--- config.mk ---
export PLATFORM = sky130hd
export DESIGN_NAME = terminal_command_frame_matcher_top
export DESIGN_NICKNAME = d
export VERILOG_FILES = /design/src/rtl/core/tcfm_pkg.sv /design/src/rtl/core/terminal_command_frame_matcher_top.sv /design/src/rtl/core/tcfm_regs.sv /design/src/rtl/core/tcfm_parse.sv
export SDC_FILE = /design/constraint.sdc
export NUM_CORES = 1
export LEC_CHECK = 0
export BUFFER_PORTS_ARGS = -buffer_cell sky130_fd_sc_hd__buf_2
export CORE_ASPECT_RATIO = 1.5
export CORE_MARGIN = 2
export CORE_UTILIZATION = 46
export DETAILED_ROUTE_END_ITERATION = 6
export GPL_TIMING_DRIVEN = 0
export PLACE_DENSITY_LB_ADDON = 0.3
export RECOVER_POWER = 50
export SYNTH_ARGS = -nofsm -noshare
export SYNTH_HDL_FRONTEND = slang
export SYNTH_SLANG_ARGS = --single-unit
export TNS_END_PERCENT = 1
--- constraint.sdc ---
create_clock -name clk -period 2.78 [get_ports clk]
set_input_delay 0.278 -clock clk [delete_from_list [all_inputs] [get_ports clk]]
set_output_delay 0.278 -clock clk [all_outputs]
set_load 0.01 [all_outputs]
--- src/rtl/core/tcfm_pkg.sv ---
// Shared types, constants and defaults for the terminal command frame matcher.
package tcfm_pkg;

	// Default sizes
	localparam int BUFFER_BYTES_DEF      = 64;
	localparam int MAX_COMMAND_BYTES_DEF = 8;

	// Configuration port geometry: 64-bit registers at 8-byte spacing
	localparam int DATA_W    = 64;
	localparam int ADDR_W    = 4;
	localparam int TEXT_W    = 64;
	localparam int CMD_LEN_W = 4;

	// Register select codes (paddr bit 3)
	localparam logic REG_TEXT   = 1'b0;
	localparam logic REG_LENGTH = 1'b1;

	// Frame bytes
	localparam logic [7:0] BYTE_START    = 8'hFF;
	localparam logic [7:0] BYTE_MODULE   = 8'h0E;
	localparam logic [7:0] BYTE_FUNCTION = 8'h01;
	localparam logic [7:0] BYTE_ARGS     = 8'h01;
	localparam logic [7:0] BYTE_END      = 8'h00;

	// Frame phase, one-hot
	typedef enum logic [6:0] {
		PH_IDLE     = 7'b0000001,
		PH_MODULE   = 7'b0000010,
		PH_FUNCTION = 7'b0000100,
		PH_ARGS     = 7'b0001000,
		PH_LENGTH   = 7'b0010000,
		PH_PAYLOAD  = 7'b0100000,
		PH_TAIL     = 7'b1000000
	} phase_t;

	// Configuration as seen by the parser
	typedef struct packed {
		logic [TEXT_W-1:0]    text;
		logic [CMD_LEN_W-1:0] cmd_len;
	} cfg_t;

endpackage

--- src/rtl/core/terminal_command_frame_matcher_top.sv ---
// A word captured in the input register passes through the parser into the result register.
// Throughput: one word per cycle; the input register advances whenever the
// result register is empty or being taken in the same cycle.
// The frame state is one small update per byte in a single stage.
// Reset (arst_n low, asynchronous) empties both stages, returns the parser to
// idle and clears the command registers.
module terminal_command_frame_matcher_top #(
	parameter int BUFFER_BYTES      = tcfm_pkg::BUFFER_BYTES_DEF,
	parameter int MAX_COMMAND_BYTES = tcfm_pkg::MAX_COMMAND_BYTES_DEF
) (
	input  logic                        clk,
	input  logic                        arst_n,
	// configuration port
	input  logic                        psel,
	input  logic                        penable,
	input  logic                        pwrite,
	input  logic [tcfm_pkg::ADDR_W-1:0] paddr,
	input  logic [tcfm_pkg::DATA_W-1:0] pwdata,
	output logic [tcfm_pkg::DATA_W-1:0] prdata,
	output logic                        pready,
	// received bytes
	input  logic                        rx_valid,
	output logic                        rx_stall,
	input  logic [7:0]                  rx_byte,
	// results
	output logic                        res_valid,
	input  logic                        res_stall,
	output logic                        frame_done,
	output logic                        command_matched
);

	tcfm_pkg::cfg_t cfg;
	logic           valid_s1;
	logic [7:0]     byte_s1;
	logic           advance;
	logic           res_valid_q;
	logic           done_q;
	logic           matched_q;
	logic           done_c;
	logic           matched_c;

	tcfm_regs #(
		.MAX_COMMAND_BYTES(MAX_COMMAND_BYTES)
	) u_regs (
		.clk    (clk),
		.arst_n (arst_n),
		.psel   (psel),
		.penable(penable),
		.pwrite (pwrite),
		.paddr  (paddr),
		.pwdata (pwdata),
		.prdata (prdata),
		.pready (pready),
		.cfg    (cfg)
	);

	tcfm_parse #(
		.BUFFER_BYTES     (BUFFER_BYTES),
		.MAX_COMMAND_BYTES(MAX_COMMAND_BYTES)
	) u_parse (
		.clk            (clk),
		.arst_n         (arst_n),
		.step           (advance),
		.rx_byte        (byte_s1),
		.cfg            (cfg),
		.frame_done     (done_c),
		.command_matched(matched_c)
	);

	// Stage handshake
	assign advance  = valid_s1 && (!res_valid_q || !res_stall);
	assign rx_stall = valid_s1 && res_valid_q && res_stall;

	// Input register
	always_ff @(posedge clk or negedge arst_n) begin
		if (!arst_n) begin
			valid_s1 <= 1'b0;
		end else if (!rx_stall) begin
			valid_s1 <= rx_valid;
		end
	end

	always_ff @(posedge clk) begin
		if (!rx_stall && rx_valid) begin
			byte_s1 <= rx_byte;
		end
	end

	// Result register
	always_ff @(posedge clk or negedge arst_n) begin
		if (!arst_n) begin
			res_valid_q <= 1'b0;
		end else if (advance) begin
			res_valid_q <= 1'b1;
		end else if (!res_stall) begin
			res_valid_q <= 1'b0;
		end
	end

	always_ff @(posedge clk) begin
		if (advance) begin
			done_q    <= done_c;
			matched_q <= matched_c;
		end
	end

	assign res_valid       = res_valid_q;
	assign frame_done      = done_q;
	assign command_matched = matched_q;

`ifndef NO_ASSERTIONS
	// a match is only ever reported on a closing byte
	a_match_needs_done: assert property (@(posedge clk) disable iff (!arst_n)
		res_valid_q && matched_q |-> done_q)
		else $error("match reported without frame close");

	// input only stalls when both stages are full and the output is held
	a_stall_only_full: assert property (@(posedge clk) disable iff (!arst_n)
		rx_stall |-> valid_s1 && res_valid_q && res_stall)
		else $error("input stalled with room in the pipeline");

	// a word moving out of the input register lands in the result register
	a_advance_fills: assert property (@(posedge clk) disable iff (!arst_n)
		advance |=> res_valid_q)
		else $error("advanced word lost");

	// a held result is not overwritten by a new word
	a_no_overwrite: assert property (@(posedge clk) disable iff (!arst_n)
		res_valid_q && res_stall |-> !advance)
		else $error("result overwritten while stalled");
`endif

endmodule

--- src/rtl/core/tcfm_regs.sv ---
// Configuration registers with APB-style access and command length derivation.
module tcfm_regs #(
	parameter int MAX_COMMAND_BYTES = tcfm_pkg::MAX_COMMAND_BYTES_DEF
) (
	input  logic                        clk,
	input  logic                        arst_n,
	input  logic                        psel,
	input  logic                        penable,
	input  logic                        pwrite,
	input  logic [tcfm_pkg::ADDR_W-1:0] paddr,
	input  logic [tcfm_pkg::DATA_W-1:0] pwdata,
	output logic [tcfm_pkg::DATA_W-1:0] prdata,
	output logic                        pready,
	output tcfm_pkg::cfg_t              cfg
);

	localparam logic [tcfm_pkg::CMD_LEN_W-1:0] MaxLen =
		tcfm_pkg::CMD_LEN_W'(MAX_COMMAND_BYTES);

	logic [tcfm_pkg::TEXT_W-1:0]    text_q;
	logic [tcfm_pkg::CMD_LEN_W-1:0] length_q;
	logic [tcfm_pkg::CMD_LEN_W-1:0] lim;
	logic [tcfm_pkg::CMD_LEN_W-1:0] cmd_len;
	logic                           wr_en;

	assign pready = 1'b1;
	assign wr_en  = psel & penable & pwrite;

	// Register writes
	always_ff @(posedge clk or negedge arst_n) begin
		if (!arst_n) begin
			text_q   <= '0;
			length_q <= '0;
		end else if (wr_en) begin
			unique case (paddr[3])
				tcfm_pkg::REG_TEXT:   text_q   <= pwdata[tcfm_pkg::TEXT_W-1:0];
				tcfm_pkg::REG_LENGTH: length_q <= pwdata[tcfm_pkg::CMD_LEN_W-1:0];
				default:              text_q   <= text_q;
			endcase
		end
	end

	// Read mux
	always_comb begin
		unique case (paddr[3])
			tcfm_pkg::REG_LENGTH:
				prdata = tcfm_pkg::DATA_W'(length_q);
			default:
				prdata = tcfm_pkg::DATA_W'(text_q);
		endcase
	end

	// Effective command length: clamp, then cut at the first zero byte
	always_comb begin
		lim = (length_q > MaxLen) ? MaxLen : length_q;
		cmd_len = lim;
		for (int i = 7; i >= 0; i--) begin
			if (tcfm_pkg::CMD_LEN_W'(i) < lim && text_q[8*i +: 8] == tcfm_pkg::BYTE_END) begin
				cmd_len = tcfm_pkg::CMD_LEN_W'(i);
			end
		end
	end

	assign cfg.text    = text_q;
	assign cfg.cmd_len = cmd_len;

endmodule

--- src/rtl/core/tcfm_parse.sv ---
// Frame state tracker with on-the-fly payload text compare.
module tcfm_parse #(
	parameter int BUFFER_BYTES      = tcfm_pkg::BUFFER_BYTES_DEF,
	parameter int MAX_COMMAND_BYTES = tcfm_pkg::MAX_COMMAND_BYTES_DEF
) (
	input  logic           clk,
	input  logic           arst_n,
	input  logic           step,
	input  logic [7:0]     rx_byte,
	input  tcfm_pkg::cfg_t cfg,
	output logic           frame_done,
	output logic           command_matched
);

	localparam int LW  = (BUFFER_BYTES > 2) ? $clog2(BUFFER_BYTES) : 1;
	localparam int TCW = $clog2(MAX_COMMAND_BYTES + 1);

	tcfm_pkg::phase_t phase_q, phase_nx;
	logic [LW-1:0]    plen_q, plen_nx;
	logic [LW-1:0]    taken_q, taken_nx;
	logic             ended_q, ended_nx;
	logic             mism_q, mism_nx;
	logic [TCW-1:0]   tcount_q, tcount_nx;
	logic [2:0]       cmd_idx;
	logic [7:0]       cmd_byte;
	logic             len_ok;

	// Command byte at the current text position
	assign cmd_idx  = 3'(tcount_q);
	assign cmd_byte = cfg.text[{cmd_idx, 3'b000} +: 8];
	assign len_ok   = {1'b0, rx_byte} < 9'(BUFFER_BYTES);

	// Next state and result for the current byte
	always_comb begin
		phase_nx        = phase_q;
		plen_nx         = plen_q;
		taken_nx        = taken_q;
		ended_nx        = ended_q;
		mism_nx         = mism_q;
		tcount_nx       = tcount_q;
		frame_done      = 1'b0;
		command_matched = 1'b0;
		unique case (phase_q)
			tcfm_pkg::PH_MODULE: begin
				phase_nx = (rx_byte == tcfm_pkg::BYTE_MODULE) ?
					tcfm_pkg::PH_FUNCTION : tcfm_pkg::PH_IDLE;
			end
			tcfm_pkg::PH_FUNCTION: begin
				phase_nx = (rx_byte == tcfm_pkg::BYTE_FUNCTION) ?
					tcfm_pkg::PH_ARGS : tcfm_pkg::PH_IDLE;
			end
			tcfm_pkg::PH_ARGS: begin
				phase_nx = (rx_byte == tcfm_pkg::BYTE_ARGS) ?
					tcfm_pkg::PH_LENGTH : tcfm_pkg::PH_IDLE;
			end
			tcfm_pkg::PH_LENGTH: begin
				if (len_ok) begin
					plen_nx   = rx_byte[LW-1:0];
					taken_nx  = '0;
					ended_nx  = 1'b0;
					mism_nx   = 1'b0;
					tcount_nx = '0;
					phase_nx  = tcfm_pkg::PH_PAYLOAD;
				end else begin
					phase_nx = tcfm_pkg::PH_IDLE;
				end
			end
			tcfm_pkg::PH_PAYLOAD: begin
				// zero length still eats one byte, with empty text
				if (plen_q != '0 && !ended_q) begin
					if (rx_byte == tcfm_pkg::BYTE_END) begin
						ended_nx = 1'b1;
					end else if (tcfm_pkg::CMD_LEN_W'(tcount_q) >= cfg.cmd_len) begin
						mism_nx = 1'b1;
					end else begin
						if (cmd_byte != rx_byte) begin
							mism_nx = 1'b1;
						end
						tcount_nx = tcount_q + 1'b1;
					end
				end
				taken_nx = taken_q + 1'b1;
				if (taken_nx >= plen_q) begin
					phase_nx = tcfm_pkg::PH_TAIL;
				end
			end
			tcfm_pkg::PH_TAIL: begin
				if (rx_byte == tcfm_pkg::BYTE_END) begin
					frame_done      = 1'b1;
					command_matched = !mism_q &&
						(tcfm_pkg::CMD_LEN_W'(tcount_q) == cfg.cmd_len);
					phase_nx        = tcfm_pkg::PH_IDLE;
				end
			end
			default: begin
				// idle and any stray code hunt for the start byte
				phase_nx = (rx_byte == tcfm_pkg::BYTE_START) ?
					tcfm_pkg::PH_MODULE : tcfm_pkg::PH_IDLE;
			end
		endcase
	end

	// State registers
	always_ff @(posedge clk or negedge arst_n) begin
		if (!arst_n) begin
			phase_q  <= tcfm_pkg::PH_IDLE;
			plen_q   <= '0;
			taken_q  <= '0;
			ended_q  <= 1'b0;
			mism_q   <= 1'b0;
			tcount_q <= '0;
		end else if (step) begin
			phase_q  <= phase_nx;
			plen_q   <= plen_nx;
			taken_q  <= taken_nx;
			ended_q  <= ended_nx;
			mism_q   <= mism_nx;
			tcount_q <= tcount_nx;
		end
	end

endmodule
==> flow_metrics.env, run 1 <==
export IMPL_multiInputGateArea_sq_um=3240
export IMPL_syn_area_per_cell_sq_um=11.6
export IMPL_worst_path_cell_with_the_longest_stage_delay="sky130_fd_sc_hd__or4_4"
export IMPL_unrepaired_setup_endpoints_after_global_routing="true"
export IMPL_cts_tree="done"
export IMPL_hold_class="input port to register"
export IMPL_count_of_boundary_i_o_pins=152
export IMPL_dieHeight_um=143
export IMPL_die_w_um=96.8
export IMPL_cp_common_cell="sky130_fd_sc_hd__nand2_2"
export IMPL_layout_worst_path_cycle_share=1.06
export IMPL_detail_route_iter0_violations=220
export IMPL_power_switching_share=0.310
export IMPL_status="finished, violations left"
export IMPL_tightestPinTransition_ns=1.08
export IMPL_placeableCoreArea_sq_um=12600
export IMPL_post_cts_clock_slew_at_the_launch_and_capture_registers_of_the_worst_setup_and_hold_paths_ns=0.07
export IMPL_postLayoutSetupSlackWorst_ns=-0.174
export IMPL_ant_nets=0
export IMPL_grt_ovfl_total=0
export IMPL_gp_routability_congestion=0.892
export IMPL_ys_types=62
export IMPL_routedWlPerCell_um=19.4
export IMPL_final_fill_count=1048
export IMPL_grt_antenna_before_repair=0
export IMPL_relSlewSlack=0.281
export IMPL_highest_count_cells_in_the_layout_ignoring_fill_and_taps="143 x sky130_fd_sc_hd__buf_2, 94 x sky130_fd_sc_hd__dfrtp_1, 80 x sky130_fd_sc_hd__mux2_2"
export IMPL_inserted_diodes=0
export IMPL_clockPowerShare=0.280
export IMPL_placementRows=50
export IMPL_dp_hpwl_mm=12.5
export IMPL_portBuffers=147
export IMPL_portion_of_total_power_attributed_to_combinational_logic=0.264
export IMPL_critical_path_peak_fanout=4
export IMPL_wire_length_of_the_first_global_routing_pass_mm=25.9
export IMPL_placement_cell_area_sq_um=6920
export IMPL_dr_total_vias=4813
export IMPL_clock_sink_count=105
export IMPL_layout_drive_gt1_share=0.453
export IMPL_maxClockFrequency_ghz=0.339
export IMPL_synth_flop_cell="sky130_fd_sc_hd__dfrtp_1"
export IMPL_clkLatencyLatePin_ns=0.36
export IMPL_path_cells="or4_4, nor2_2, a22oi_1, nor2b_2, nand2_2, ha_4, a21o_1, a211oi_2, buf_4, nand2_2, or3_4, a21oi_2"
export IMPL_post_drt_via_cell_ratio=5.70
export IMPL_hold_viol=0
export IMPL_power_w=0.00457
export IMPL_netlist_top_cells_area="sky130_fd_sc_hd__dfrtp_1 40%, sky130_fd_sc_hd__mux2_2 15%, sky130_fd_sc_hd__nor2b_1 6.7%"
export IMPL_mostFrequentLayoutCell="sky130_fd_sc_hd__buf_2"
export IMPL_leakagePower_nw=3.33
export IMPL_critPathArrivalTime_ns=3.24
export IMPL_sequential_to_total_area_share_from_yosys_stat=0.450
export IMPL_num_nets_final=779
export IMPL_critical_path_required_ns=3.06
export IMPL_syn_inst=511
export IMPL_grt_start_max_net_pins=54
export IMPL_initial_core_utilization=0.473
export IMPL_area_growth_pct=25.1
export IMPL_maximum_vdd_ir_drop_v=0.000422
export IMPL_violated_checks="setup timing"
export IMPL_post_route_cell_area_sq_um=7440
export IMPL_first_global_vias=5124
export IMPL_seq_power_share=0.455
export IMPL_drt_pre_antenna_iters=4
export IMPL_fin_worst_hold_slack_ns=0.0989
export IMPL_worst_stage_delay_on_the_critical_path_ns=0.57
export IMPL_cts_htree_levels=3
export IMPL_max_cap_violations=0
export IMPL_async_flop_share=0.905
export IMPL_global_route_usage_total=0.237
export IMPL_maxSlewViolCount=0
export IMPL_final_setup_skew_ns=0.00921
export IMPL_path_class="register to register"
export IMPL_yosys_area_top_type="sky130_fd_sc_hd__dfrtp_1"
export IMPL_mappedNetlistNets=606
export IMPL_drt_wl_total_mm=16.4
export IMPL_cts_made_buffers=9
export IMPL_synth_yosys_warnings=0
export IMPL_post_synth_instance_area_sq_um=5950
export IMPL_period_needed_ns=2.95
export IMPL_p_sw_w=0.00142
export IMPL_max_clock_path_buffers=2
export IMPL_cell_internal_pwr_w=0.00315
export IMPL_dieArea_sq_um=13900
export IMPL_seq_area_sq_um=2680
export IMPL_clock_tree_root_cell="sky130_fd_sc_hd__clkbuf_16"
export IMPL_drc=0
export IMPL_synth_enable_flop_cells=10
export IMPL_setup_viol_count_final=5
export IMPL_synth_ff_latch_count=105
export IMPL_power_density_nw_per_um2=615
export IMPL_worst_setup_path_start_kind="register"
export IMPL_yosys_area_top_type_share=0.396
export IMPL_worstSetupEndpointType="register"
## state kept, by name, summed over array words and instances, names as in the netlist
name,count
res_valid,1
u_parse.mism_q,1
u_parse.taken_q,6
u_parse.ended_q,1
u_regs.text_q,64
command_matched,1
frame_done,1
valid_s1,1
u_parse.plen_q,6
u_parse.tcount_q,4
u_regs.length_q,4
u_parse.phase_q,7
byte_s1,8
## metrics by stage
| step | TNS, ns | cells | utilization | worst slack, ns |
|---|---|---|---|---|
| after floorplan | 0 | 511 | - | 0.0339 |
| after global placement | -0.495 | 814 | 0.548 | -0.280 |
| after detailed placement | -0.689 | 815 | 0.550 | -0.336 |
| after CTS | -0.370 | 843 | 0.589 | -0.121 |
| after global routing | -1.43 | 845 | 0.592 | -0.304 |
| final | -0.589 | 845 | 0.592 | -0.174 |
## area by class of cell
cell class              count  area share
repair buffers            163       0.115
clock inverters             7     0.00925
multi-input cells         365       0.435
plain buffers              28      0.0172
well taps                 156      0.0262
flip-flops and latches    105       0.360
inverters                  12     0.00606
clock buffers               9      0.0303
## what timing repair did
action,CTS,global route
setup buffers,12,2
endpoints found under the setup margin,5,6
endpoints found under the hold margin,41,0
gates resized for setup,22,13
pin swaps,14,7
hold buffers,1,0
## metal layers
| metal | GRT usage | share of wire |
|---|---|---|
| met1 | 0.252 | 0.36 |
| met2 | 0.443 | 0.56 |
| met3 | 0.0333 | 0.041 |
| met4 | 0.138 | 0.046 |
| met5 | 0 | 0 |
## kinds of logic (layout without fill, tap and decap cells)
group | count (synthesis) | count (layout) | share of synthesized area
muxes | 105 | 105 | 0.219
DFF | 105 | 105 | 0.450
adders and majority gates | 12 | 12 | 0.0252
and+or+nand+nor | 173 | 173 | 0.179
buffers and inverters | 41 | 219 | 0.0301
AOI/OAI and AO/OA | 58 | 58 | 0.0713
other | 1 | 1 | 0.000631
xor gates and xnor gates | 16 | 16 | 0.0236
## synthesized netlist by cell type, types with 9 or more instances
cell type	count
sky130_fd_sc_hd__nand2_1	18
sky130_fd_sc_hd__nor2b_1	64
sky130_fd_sc_hd__mux2i_1	10
sky130_fd_sc_hd__xnor2_1	9
sky130_fd_sc_hd__mux4_2	12
sky130_fd_sc_hd__nor4_1	13
sky130_fd_sc_hd__nor2_1	16
sky130_fd_sc_hd__edfxtp_1	10
sky130_fd_sc_hd__o21ai_0	16
sky130_fd_sc_hd__clkbuf_1	20
sky130_fd_sc_hd__dfrtp_1	94
sky130_fd_sc_hd__nand3_1	14
sky130_fd_sc_hd__inv_1	12
sky130_fd_sc_hd__ha_1	12
sky130_fd_sc_hd__mux2_2	80
## worst max-delay path: cells and delay by family, from the launching register on
family,cells,cell delay [ns]
buf+inv,1,0.16
fa+ha+maj,1,0.20
simple gates,6,1.40
compound gates,4,0.71
flops,1,0.43
## worst paths after layout
kind	start	to	slack (ns)	cells after the start
min in group asynchronous	arst_n	u_parse.phase_q[1]	0.64	2
worst min register to register	valid_s1	res_valid	0.48	1
worst max register to register	u_regs.text_q[5]	u_parse.tcount_q[3]	-0.17	12
max in group asynchronous	arst_n	u_regs.text_q[57]	0.73	3
worst min-delay path	rx_byte[4]	byte_s1[4]	0.1	1
worst max-delay path	u_regs.text_q[5]	u_parse.tcount_q[3]	-0.17	12
## power by group through the flow
stage / clock network [W] / registers (W) / logic, W
floorplan: 0 / 0.00196 / 0.000708
global placement: 0 / 0.00207 / 0.00102
detailed placement: 0 / 0.00208 / 0.00104
CTS: 0.00128 / 0.00206 / 0.00118
global route: 0.00135 / 0.00211 / 0.00130
finish: 0.00128 / 0.00208 / 0.00121
(Power assumes the default switching activity.)
==> run 2, diff against run 1 <==
--- a/config.mk
+++ b/config.mk
@@ -13,6 +13,7 @@
 export GPL_TIMING_DRIVEN = 0
 export PLACE_DENSITY_LB_ADDON = 0.3
 export RECOVER_POWER = 50
+export REMOVE_ABC_BUFFERS = 1
 export SYNTH_ARGS = -nofsm -noshare
 export SYNTH_HDL_FRONTEND = slang
 export SYNTH_SLANG_ARGS = --single-unit
==> run 2 against run 1 <==
Net effect: the run still ends with setup timing left; sequential power barely moved; core utilization fell by 0.87 points; final cell count fell by 2.6%; combinational power fell by 7%; sequential cell count did not move; global-route usage fell by 1.6 points; clock power barely moved; register-to-register slack improved by 0.04 ns; clock-buffer cell count rose by 4; die area did not move; routed wire length fell by 7.7%; largest power group unchanged.
==> flow_metrics.env, run 2 (synthesis gave the netlist of run 1 again) <==
export IMPL_status="finished, violations left"
export IMPL_violated_checks="setup timing"
export IMPL_largest_register="u_regs.text_q"
export IMPL_post_route_cell_area_sq_um=7330
export IMPL_reg2reg_from="u_regs.text_q[55]"
export IMPL_path_class="register to register"
export IMPL_max_cap_violations=0
export IMPL_layout_drive_gt1_share=0.447
export IMPL_final_setup_skew_ns=0.00682
export IMPL_power_density_nw_per_um2=610
export IMPL_setup_viol_count_final=5
export IMPL_maxSlewViolCount=0
export IMPL_post_cts_clock_slew_at_the_launch_and_capture_registers_of_the_worst_setup_and_hold_paths_ns=0.07
export IMPL_hold_class="input port to register"
export IMPL_tightestPinTransition_ns=1.36
export IMPL_initial_core_utilization=0.473
export IMPL_drt_wl_total_mm=15.1
export IMPL_drc=0
export IMPL_postLayoutSetupSlackWorst_ns=-0.132
export IMPL_power_w=0.00447
export IMPL_largest_register_ffs=64
export IMPL_clock_tree_root_cell="sky130_fd_sc_hd__clkbuf_16"
export IMPL_max_clock_path_buffers=2
export IMPL_layout_worst_path_cycle_share=1.05
export IMPL_critPathBufInv=1
export IMPL_dp_hpwl_mm=11.3
export IMPL_die_w_um=96.8
export IMPL_cts_tree="done"
export IMPL_final_fill_count=1067
export IMPL_worstSetupEndpointType="register"
export IMPL_relSlewSlack=0.0942
export IMPL_period_needed_ns=2.91
export IMPL_cts_htree_levels=3
export IMPL_first_global_vias=4992
export IMPL_worstHoldPathCells=1
export IMPL_global_route_usage_total=0.221
export IMPL_worst_stage_delay_on_the_critical_path_ns=0.55
export IMPL_critical_path_required_ns=3.06
export IMPL_grt_start_max_net_pins=67
export IMPL_detail_route_iter0_violations=208
export IMPL_min_to="byte_s1[6]"
export IMPL_grt_ovfl_total=0
export IMPL_worst_setup_path_start_kind="register"
export IMPL_critical_path_top_delay_family="simple AND/OR/NAND/NOR gates"
export IMPL_post_drt_via_cell_ratio=5.58
export IMPL_highest_count_cells_in_the_layout_ignoring_fill_and_taps="130 x sky130_fd_sc_hd__buf_2, 93 x sky130_fd_sc_hd__dfrtp_1, 80 x sky130_fd_sc_hd__mux2_2"
export IMPL_ff2ff_path_depth=12
export IMPL_dieArea_sq_um=13900
export IMPL_num_nets_final=757
export IMPL_critPathArrivalTime_ns=3.19
export IMPL_mostFrequentLayoutCell="sky130_fd_sc_hd__buf_2"
export IMPL_area_growth_pct=23.2
export IMPL_cp_common_cell="sky130_fd_sc_hd__a21oi_2"
export IMPL_placement_cell_area_sq_um=6850
export IMPL_grt_antenna_before_repair=0
export IMPL_maxClockFrequency_ghz=0.343
export IMPL_layout_top_registers="u_regs.text_q (64), byte_s1 (8), u_parse.phase_q (7)"
export IMPL_dieHeight_um=143
export IMPL_cts_made_buffers=9
export IMPL_dr_total_vias=4589
export IMPL_routedWlPerCell_um=18.4
export IMPL_count_of_boundary_i_o_pins=152
export IMPL_regToRegEndpoint="u_parse.tcount_q[3]"
export IMPL_hold_start="rx_byte[6]"
export IMPL_gp_routability_congestion=0.844
export IMPL_worst_path_cell_with_the_longest_stage_delay="sky130_fd_sc_hd__or4_4"
export IMPL_path_cells="or4_4, nor3_4, a21o_1, a21oi_2, o21a_1, ha_1, inv_2, a21oi_2, a211oi_2, nand2_2, or3_1, a21oi_2"
export IMPL_unrepaired_setup_endpoints_after_global_routing="true"
export IMPL_portBuffers=147
export IMPL_ant_nets=0
export IMPL_leakagePower_nw=3.28
export IMPL_clkLatencyLatePin_ns=0.34
export IMPL_critical_path_peak_fanout=4
export IMPL_maximum_vdd_ir_drop_v=0.000383
export IMPL_clock_sink_count=105
export IMPL_rrSetupSlack_ns=-0.13
export IMPL_hold_viol=0
export IMPL_fin_worst_hold_slack_ns=0.112
export IMPL_placementRows=50
export IMPL_wire_length_of_the_first_global_routing_pass_mm=24.3
export IMPL_drt_pre_antenna_iters=4
export IMPL_placeableCoreArea_sq_um=12600
export IMPL_inserted_diodes=0
run 2: metrics by stage:
step / utilization / TNS [ns] / setup slack (ns) / std cells
floorplan: - / -23.22 / -0.360 / 482
global placement: 0.536 / -134.09 / -2.08 / 785
detailed placement: 0.544 / -2.76 / -0.525 / 790
CTS: 0.582 / -0.0847 / -0.0662 / 818
global route: 0.583 / -7.06 / -0.241 / 823
finish: 0.583 / -0.328 / -0.132 / 823
run 2: power by group:
group,total (W),internal [W],switching [W]
Clock,0.00128,0.000714,0.000563
Combinational,0.00113,0.000643,0.000492
Sequential,0.00206,0.00178,0.000273
run 2: worst max-delay path by stage:
stage                            startpoint  slack (ns)  cells past startpoint             endpoint
after floorplan                    paddr[3]       -0.36                      2     u_regs.text_q[0]
after global placement             paddr[3]       -2.08                      3    u_regs.text_q[57]
after detailed placement  u_regs.text_q[50]       -0.52                     12  u_parse.tcount_q[3]
after CTS                 u_regs.text_q[59]       -0.07                     13  u_parse.tcount_q[3]
after global routing      u_regs.text_q[55]       -0.24                     12  u_parse.tcount_q[3]
final                     u_regs.text_q[55]       -0.13                     12  u_parse.tcount_q[3]
run 2: metal layers:
| metal | GRT usage | wire length (um) |
|---|---|---|
| met5 | 0 | 0 |
| met4 | 0.0860 | 384 |
| met1 | 0.232 | 5510 |
| met2 | 0.429 | 8680 |
| met3 | 0.0426 | 568 |
run 2: worst reg2reg max path: stages, from the launching register on:
cell,delay (ns)
sky130_fd_sc_hd__dfrtp_1,0.42
sky130_fd_sc_hd__or4_4,0.55
sky130_fd_sc_hd__nor3_4,0.23
sky130_fd_sc_hd__a21o_1,0.13
sky130_fd_sc_hd__a21oi_2,0.05
sky130_fd_sc_hd__o21a_1,0.17
sky130_fd_sc_hd__ha_1,0.28
sky130_fd_sc_hd__inv_2,0.07
sky130_fd_sc_hd__a21oi_2,0.05
sky130_fd_sc_hd__a211oi_2,0.29
sky130_fd_sc_hd__nand2_2,0.11
sky130_fd_sc_hd__or3_1,0.37
sky130_fd_sc_hd__a21oi_2,0.12
run 2: what timing repair did:
item / in CTS / in global routing
hold buffers: 1 / 0
setup buffers: 11 / 5
setup endpoints to repair: 5 / 6
pin swaps: 11 / 7
hold endpoints to repair: 46 / 0
resized for setup: 20 / 9
run 2: cell type report:
type | count | area [sq um] | share of cell area
repair buffers | 169 | 925 | 0.126
clock inverters | 3 | 21.3 | 0.00290
well taps | 156 | 195 | 0.0266
clock buffers | 13 | 282 | 0.0384
multi-input cells | 365 | 3180 | 0.434
flip-flops and latches | 105 | 2680 | 0.366
inverters | 12 | 45.0 | 0.00615
